[src/rtl/core/istk_pkg.sv]
`timescale 1ns / 1ps

package istk_pkg;

    localparam int STACK_DEPTH = 32;
    localparam int IDX_W       = $clog2(STACK_DEPTH);
    localparam int CNT_W       = $clog2(STACK_DEPTH + 1);
    localparam int DATA_W      = 32;
    localparam int ACT_W       = 3;
    localparam int FAULT_W     = 3;
    localparam int S_TDATA_W   = ((ACT_W + DATA_W + 7) / 8) * 8;
    localparam int M_TDATA_W   = ((DATA_W + 7) / 8) * 8;
    localparam int M_TUSER_W   = FAULT_W;

    typedef enum logic [ACT_W-1:0] {
        ACT_PUSH = 3'd0,
        ACT_DUMP = 3'd1,
        ACT_PEEK = 3'd2,
        ACT_POP  = 3'd3,
        ACT_ADD  = 3'd4
    } action_t;

    typedef enum logic [FAULT_W-1:0] {
        FAULT_NONE = 3'd0,
        FAULT_FULL = 3'd1,
        FAULT_PEEK = 3'd2,
        FAULT_POP  = 3'd3,
        FAULT_ADD  = 3'd4
    } fault_t;

    typedef enum logic [2:0] {
        ST_IDLE,
        ST_RD_WAIT,
        ST_ADD_WAIT,
        ST_OUT
    } state_t;

endpackage

[src/rtl/core/integer_stack_push_pop_add_core.sv]
`timescale 1ns / 1ps

// Channel  | Dir | Handshake          | Payload
// s_       | in  | s_tvalid, s_tready | s_tdata: action, operand
// m_       | out | m_tvalid, m_tready | m_tdata: item_value; m_tuser: fault; m_tlast: last_of_run
//
// Push, pop and faulting operations are handled in idle; a fault result then waits in the
// output register until taken. Peek goes through ST_RD_WAIT to the result in ST_OUT, and add
// through ST_RD_WAIT and ST_ADD_WAIT: each stack read goes through the single registered read port of the stack memory.
// Dump gives one result per element, each read through ST_RD_WAIT and offered in ST_OUT.
// Reset (aresetn low, synchronous) empties the stack; the memory itself is not cleared.
// s_tready is low while an operation is in progress or a result waits on m_tready.

module integer_stack_push_pop_add_core (
    input  logic                                aclk,
    input  logic                                aresetn,
    input  logic                                s_tvalid,
    output logic                                s_tready,
    input  logic [istk_pkg::S_TDATA_W-1:0]      s_tdata,   // [2:0] action, [34:3] operand
    output logic                                m_tvalid,
    input  logic                                m_tready,
    output logic [istk_pkg::M_TDATA_W-1:0]      m_tdata,   // [31:0] item_value
    output logic [istk_pkg::M_TUSER_W-1:0]      m_tuser,   // [2:0] fault
    output logic                                m_tlast
);

    localparam int IDX_W  = istk_pkg::IDX_W;
    localparam int CNT_W  = istk_pkg::CNT_W;
    localparam int DATA_W = istk_pkg::DATA_W;
    localparam int ACT_W  = istk_pkg::ACT_W;

    istk_pkg::state_t  state_reg, state_next;
    istk_pkg::action_t op_reg, op_next;
    istk_pkg::fault_t  out_fault_reg, out_fault_next;
    logic [CNT_W-1:0]  count_reg, count_next;
    logic [IDX_W-1:0]  ptr_reg, ptr_next;
    logic [DATA_W-1:0] top_reg, top_next;
    logic [DATA_W-1:0] out_value_reg, out_value_next;
    logic              out_last_reg, out_last_next;

    logic [DATA_W-1:0] mem [istk_pkg::STACK_DEPTH];
    logic [DATA_W-1:0] rd_data_reg;
    logic              mem_we, mem_re;
    logic [IDX_W-1:0]  mem_waddr, mem_raddr;
    logic [DATA_W-1:0] mem_wdata;

    logic [ACT_W-1:0]  in_action;
    logic [DATA_W-1:0] in_operand;
    logic              in_fire;
    logic [CNT_W-1:0]  count_m1, count_m2;
    logic              is_full;

    assign in_action  = s_tdata[ACT_W-1:0];
    assign in_operand = s_tdata[ACT_W+DATA_W-1:ACT_W];
    assign s_tready   = (state_reg == istk_pkg::ST_IDLE);
    assign in_fire    = s_tvalid && s_tready;
    assign count_m1   = count_reg - CNT_W'(1);
    assign count_m2   = count_reg - CNT_W'(2);
    assign is_full    = (count_reg == CNT_W'(istk_pkg::STACK_DEPTH));

    assign m_tvalid = (state_reg == istk_pkg::ST_OUT);
    assign m_tdata  = istk_pkg::M_TDATA_W'(out_value_reg);
    assign m_tuser  = out_fault_reg;
    assign m_tlast  = out_last_reg;

    always_comb begin
        state_next     = state_reg;
        op_next        = op_reg;
        count_next     = count_reg;
        ptr_next       = ptr_reg;
        top_next       = top_reg;
        out_value_next = out_value_reg;
        out_fault_next = out_fault_reg;
        out_last_next  = out_last_reg;
        mem_we         = 1'b0;
        mem_waddr      = count_reg[IDX_W-1:0];
        mem_wdata      = in_operand;
        mem_re         = 1'b0;
        mem_raddr      = count_m1[IDX_W-1:0];

        case (state_reg)
            istk_pkg::ST_IDLE: begin
                if (in_fire) begin
                    out_value_next = '0;
                    out_last_next  = 1'b1;
                    case (in_action)
                        istk_pkg::ACT_PUSH: begin
                            if (is_full) begin
                                out_fault_next = istk_pkg::FAULT_FULL;
                                state_next     = istk_pkg::ST_OUT;
                            end else begin
                                mem_we     = 1'b1;
                                count_next = count_reg + CNT_W'(1);
                            end
                        end
                        istk_pkg::ACT_DUMP: begin
                            if (count_reg != '0) begin
                                op_next    = istk_pkg::ACT_DUMP;
                                ptr_next   = count_m1[IDX_W-1:0];
                                mem_re     = 1'b1;
                                state_next = istk_pkg::ST_RD_WAIT;
                            end
                        end
                        istk_pkg::ACT_PEEK: begin
                            if (count_reg == '0) begin
                                out_fault_next = istk_pkg::FAULT_PEEK;
                                state_next     = istk_pkg::ST_OUT;
                            end else begin
                                op_next    = istk_pkg::ACT_PEEK;
                                mem_re     = 1'b1;
                                state_next = istk_pkg::ST_RD_WAIT;
                            end
                        end
                        istk_pkg::ACT_POP: begin
                            if (count_reg == '0) begin
                                out_fault_next = istk_pkg::FAULT_POP;
                                state_next     = istk_pkg::ST_OUT;
                            end else begin
                                count_next = count_m1;
                            end
                        end
                        istk_pkg::ACT_ADD: begin
                            if (count_reg < CNT_W'(2)) begin
                                out_fault_next = istk_pkg::FAULT_ADD;
                                state_next     = istk_pkg::ST_OUT;
                            end else begin
                                op_next    = istk_pkg::ACT_ADD;
                                mem_re     = 1'b1;
                                state_next = istk_pkg::ST_RD_WAIT;
                            end
                        end
                        default: begin
                        end
                    endcase
                end
            end
            istk_pkg::ST_RD_WAIT: begin
                if (op_reg == istk_pkg::ACT_ADD) begin
                    top_next   = rd_data_reg;
                    mem_re     = 1'b1;
                    mem_raddr  = count_m2[IDX_W-1:0];
                    state_next = istk_pkg::ST_ADD_WAIT;
                end else begin
                    out_value_next = rd_data_reg;
                    out_fault_next = istk_pkg::FAULT_NONE;
                    out_last_next  = (op_reg != istk_pkg::ACT_DUMP) || (ptr_reg == '0);
                    state_next     = istk_pkg::ST_OUT;
                end
            end
            istk_pkg::ST_ADD_WAIT: begin
                mem_we     = 1'b1;
                mem_waddr  = count_m2[IDX_W-1:0];
                mem_wdata  = rd_data_reg + top_reg;
                count_next = count_m1;
                state_next = istk_pkg::ST_IDLE;
            end
            istk_pkg::ST_OUT: begin
                if (m_tready) begin
                    if (!out_last_reg) begin
                        ptr_next   = ptr_reg - IDX_W'(1);
                        mem_re     = 1'b1;
                        mem_raddr  = ptr_reg - IDX_W'(1);
                        state_next = istk_pkg::ST_RD_WAIT;
                    end else begin
                        state_next = istk_pkg::ST_IDLE;
                    end
                end
            end
            default: begin
                state_next = istk_pkg::ST_IDLE;
            end
        endcase
    end

    always_ff @(posedge aclk) begin
        if (!aresetn) begin
            state_reg <= istk_pkg::ST_IDLE;
            count_reg <= '0;
        end else begin
            state_reg <= state_next;
            count_reg <= count_next;
        end
    end

    always_ff @(posedge aclk) begin
        op_reg        <= op_next;
        ptr_reg       <= ptr_next;
        top_reg       <= top_next;
        out_value_reg <= out_value_next;
        out_fault_reg <= out_fault_next;
        out_last_reg  <= out_last_next;
    end

    always_ff @(posedge aclk) begin
        if (mem_we) begin
            mem[mem_waddr] <= mem_wdata;
        end
        if (mem_re) begin
            rd_data_reg <= mem[mem_raddr];
        end
    end

    a_no_overlap: assert property (@(posedge aclk) disable iff (!aresetn)
        !(s_tready && m_tvalid))
        else $error("input accepted while a result is pending");

    a_fault_shape: assert property (@(posedge aclk) disable iff (!aresetn)
        (m_tvalid && (m_tuser != istk_pkg::FAULT_NONE)) |-> (m_tlast && (m_tdata == '0)))
        else $error("fault result not final or not zero");

    a_count_bound: assert property (@(posedge aclk) disable iff (!aresetn)
        count_reg <= CNT_W'(istk_pkg::STACK_DEPTH))
        else $error("element count beyond stack depth");

    a_push_count: assert property (@(posedge aclk) disable iff (!aresetn)
        (in_fire && (in_action == istk_pkg::ACT_PUSH) && !is_full)
        |=> (count_reg == $past(count_reg) + CNT_W'(1)))
        else $error("push did not advance element count");

endmodule

[config.mk]
export PLATFORM = sky130hd
export DESIGN_NAME = integer_stack_push_pop_add_core
export DESIGN_NICKNAME = d
export VERILOG_FILES = /design/src/rtl/core/istk_pkg.sv /design/src/rtl/core/integer_stack_push_pop_add_core.sv
export SDC_FILE = /design/constraint.sdc
export NUM_CORES = 2
export LEC_CHECK = 0
export ABC_CLOCK_PERIOD_IN_PS = 8300
export CAP_MARGIN = 20
export CORE_MARGIN = 2
export CORE_UTILIZATION = 55
export DETAILED_ROUTE_END_ITERATION = 12
export DONT_BUFFER_PORTS = 1
export GPL_TIMING_DRIVEN = 1
export PLACE_DENSITY_LB_ADDON = 0.08
export RECOVER_POWER = 50
export SYNTH_ARGS = -nofsm -noshare
export SYNTH_HDL_FRONTEND = slang
export SYNTH_SLANG_ARGS = --single-unit
[constraint.sdc]
create_clock -name aclk -period 8.3 [get_ports aclk]
set_clock_uncertainty 0.05 [all_clocks]
set_input_delay 1.245 -clock aclk [delete_from_list [all_inputs] [get_ports aclk]]
set_output_delay 1.245 -clock aclk [all_outputs]
set_load 0.01 [all_outputs]
==> flow_summary.yaml <==
final_layout:
  regMostFlops: "mem"
  multiInputGateArea_sq_um: 12200
  nNetsFinal: 3407
  fill_cells: 6385
  largest_register_ffs: 1024
  regArea_sq_um: 34200
  drive_above_1_share_pct: 8.33
  final_cells: 4566
  fin_area_sq_um: 52300
  area_delta_synth_final_pct: 10.5
global_route:
  overflow: 0
  grt_max_degree: 164
  grt_pass1_wl_mm: 188
  grt_pass1_vias: 28900
  grt_antenna_before_repair: 2
  grt_usage_pct: 28.7
timing:
  timing.final.setup_violations: 0
  period_needed_ps: 5550
  rsz0062_at_grt: "false"
  worst_pin_slew_ps: 2950
  fmax_mhz: 180
  slew_headroom_pct: -96.9
  post-route-period-util_pct: 66.9
  final_hold_viol_count: 0
  drv_slew: 944
  fin_setup_tns_ps: 0
die:
  die_w_microns: 297
  initial_core_util_pct: 55.5
  fp.dieArea_sq_um: 88500
  fp-row-count: 107
  die_h_microns: 297
  ios: 82
  core_sq_um: 85300
worst_setup_path:
  worst_setup_path_end_kind: "flip-flop"
  criticalPathCategory: "reg -> reg"
  crit_arrival_ps: 5860
  crit_path_start_kind: "flip-flop"
  required_ps: 8610
  rrSetupSlack_ps: 2750
  critical_path_peak_fanout: 35
logic_synthesis:
  ys.flop_type: "edfxtp_1"
  yosys.area.top_type_share_pct: 71.8
  synthTopCellsByArea: "edfxtp_1 72%, a211oi_1 5.6%, and3_1 4.8%"
  synth_edf_count: 1132
  yosysWarnings: 0
  synthTopCellsByCount: "1132 x edfxtp_1, 397 x nand2_1, 366 x and3_1"
  netlist_area_sq_um: 47400
  synth_xor_area_share_pct: 0.481
  synthArstFlopShare_pct: 0
  synth_cell_types: 75
  yosysTopAreaCell: "edfxtp_1"
  synth-simple-area-share_pct: 10.6
  synthAdderAreaFrac_pct: 1.05
  synth_top_family_by_area: "compound AO/OA/AOI/OAI gates"
  syn_inst: 3375
  synth_seq_cells: 1140
  syn-num-nets: 3458
  synth.area.mux_share_pct: 0.169
  ys_seq_area_share_pct: 72.1
  avgSynthCellArea_sq_um: 14.0
  synth_compound_area_share_pct: 12.9
  post-synth-top-count-cell: "edfxtp_1"
routing:
  drtIter0Drc: 3164
  firstDrtPassIters: 6
  vias_per_cell: 6.61
  drt-total-wl_mm: 129
  vias: 30200
  drc: 0
  antenna_left: 0
  wl_per_cell_microns: 28.1
clocking:
  clkTransAtPathRegs_ps: 60
  ctsHoldBuffers: 0
  clock-root-buffer: "clkbuf_16"
  cts_tree: "yes"
  htree_levels: 3
  clockBufferDepth: 3
  cts.sinks: 1140
  clk_latency_ps: 700
  postCtsSetupBuffers: 0
  cts_buffers: 115
  ctsResizeCount: 0
run_status:
  outcome: "complete, but fails checks"
  violations: "capacitance limit, slew limit"
power_and_ir_drop:
  pwr-share-clk_pct: 24.9
  swShare_pct: 38.0
  p_switching_mw: 7.65
  power_mw: 20.1
  p_leak_nw: 17.7
  power.density_nw_per_um2: 385
  p_int_mw: 12.5
  combPwrFrac_pct: 36.7
  peakVddDrop_mv: 0.380
  power_frac_seq_pct: 38.3
placement:
  post_dp_cell_area_sq_um: 48900
  dp_cells: 4341
  hpwl_mm: 70.2
  gp_congestion: 0.873
  port_buffers: 0
run:
  maxCapViolCount: 32
worst_hold_path:
  min_path_type: "reg -> reg"
[area by class of cell]
type	count	area share (%)
Sequential cell	1140	65.3
Inverter	21	0.151
Timing Repair Buffer	99	1.46
Clock buffer	136	5.69
Multi-Input combinational cell	1947	23.4
Tap cell	1144	2.74
Antenna cell	1	0.00478
Clock inverter	78	1.31
[routing by layer]
layer	share of wire, %	wire length (microns)	GRT usage, %
met1	40	51300	40.2
met4	2.9	3780	9.07
met5	0	0	0
met3	9.0	11600	3.85
met2	48	61900	47.0
[through the flow]
step / worst slack, ps / util, % / hold WS, ps
floorplan: 3580 / - / 395
global placement: 3170 / 57.2 / 416
detailed placement: 3110 / 57.3 / 427
CTS: 3550 / 61.6 / 441
global route: 2250 / 61.3 / 461
finish: 2750 / 61.3 / 443
[cell families after synthesis]
| logic type | count (synthesis) |
|---|---|
| compound gates | 889 |
| xor+xnor | 26 |
| fa+ha+maj | 39 |
| buf+inv | 288 |
| flops | 1140 |
| mux | 8 |
| simple gates | 985 |
[power groups by stage]
| stage | clock [mW] | sequential, mW | combinational (mW) |
|---|---|---|---|
| 3_3_place_gp | 0 | 7.80 | 7.13 |
| 3_5_place_dp | 0 | 7.81 | 7.37 |
| 6_report | 5.02 | 7.72 | 7.40 |
| 4_1_cts | 5.07 | 7.69 | 7.40 |
| 2_1_floorplan | 0 | 7.72 | 4.88 |
| 5_1_grt | 5.30 | 7.75 | 7.97 |
[worst paths after layout]
| kind | start | to | depth (start not counted) |
|---|---|---|---|
| max | state_reg[0] | rd_data_reg[8] | 9 |
| min | rd_data_reg[11] | top_reg[11] | 0 |
| max reg2reg | state_reg[0] | rd_data_reg[8] | 9 |
| min reg2reg | rd_data_reg[11] | top_reg[11] | 0 |
[worst max-delay path, stage by stage (launching register included)]
cell      delay, ps
dfxtp_1         670
and2b_1         360
clkbuf_1       1150
a21oi_1         250
a221o_1         540
a21boi_0        220
nand2_1         450
buf_4           510
o22ai_1         160
nor3_1          840
[layout by cell type (no fill, tap or decap), types with 22 or more instances in the layout]
master,n
a211oi_1,355
o21ai_1,48
a21oi_1,39
clkbuf_1,58
and2_0,22
clkinv_2,23
clkinv_1,34
nand2_1,396
nor2_1,42
o22ai_1,67
o21ai_0,86
clkbuf_16,116
buf_4,49
and3_1,366
ha_1,38
o2111ai_1,32
edfxtp_1,1132
nor3_1,41
nor2_4,25
a31oi_1,161
Note: power is estimated with default switching activity, not from simulation.
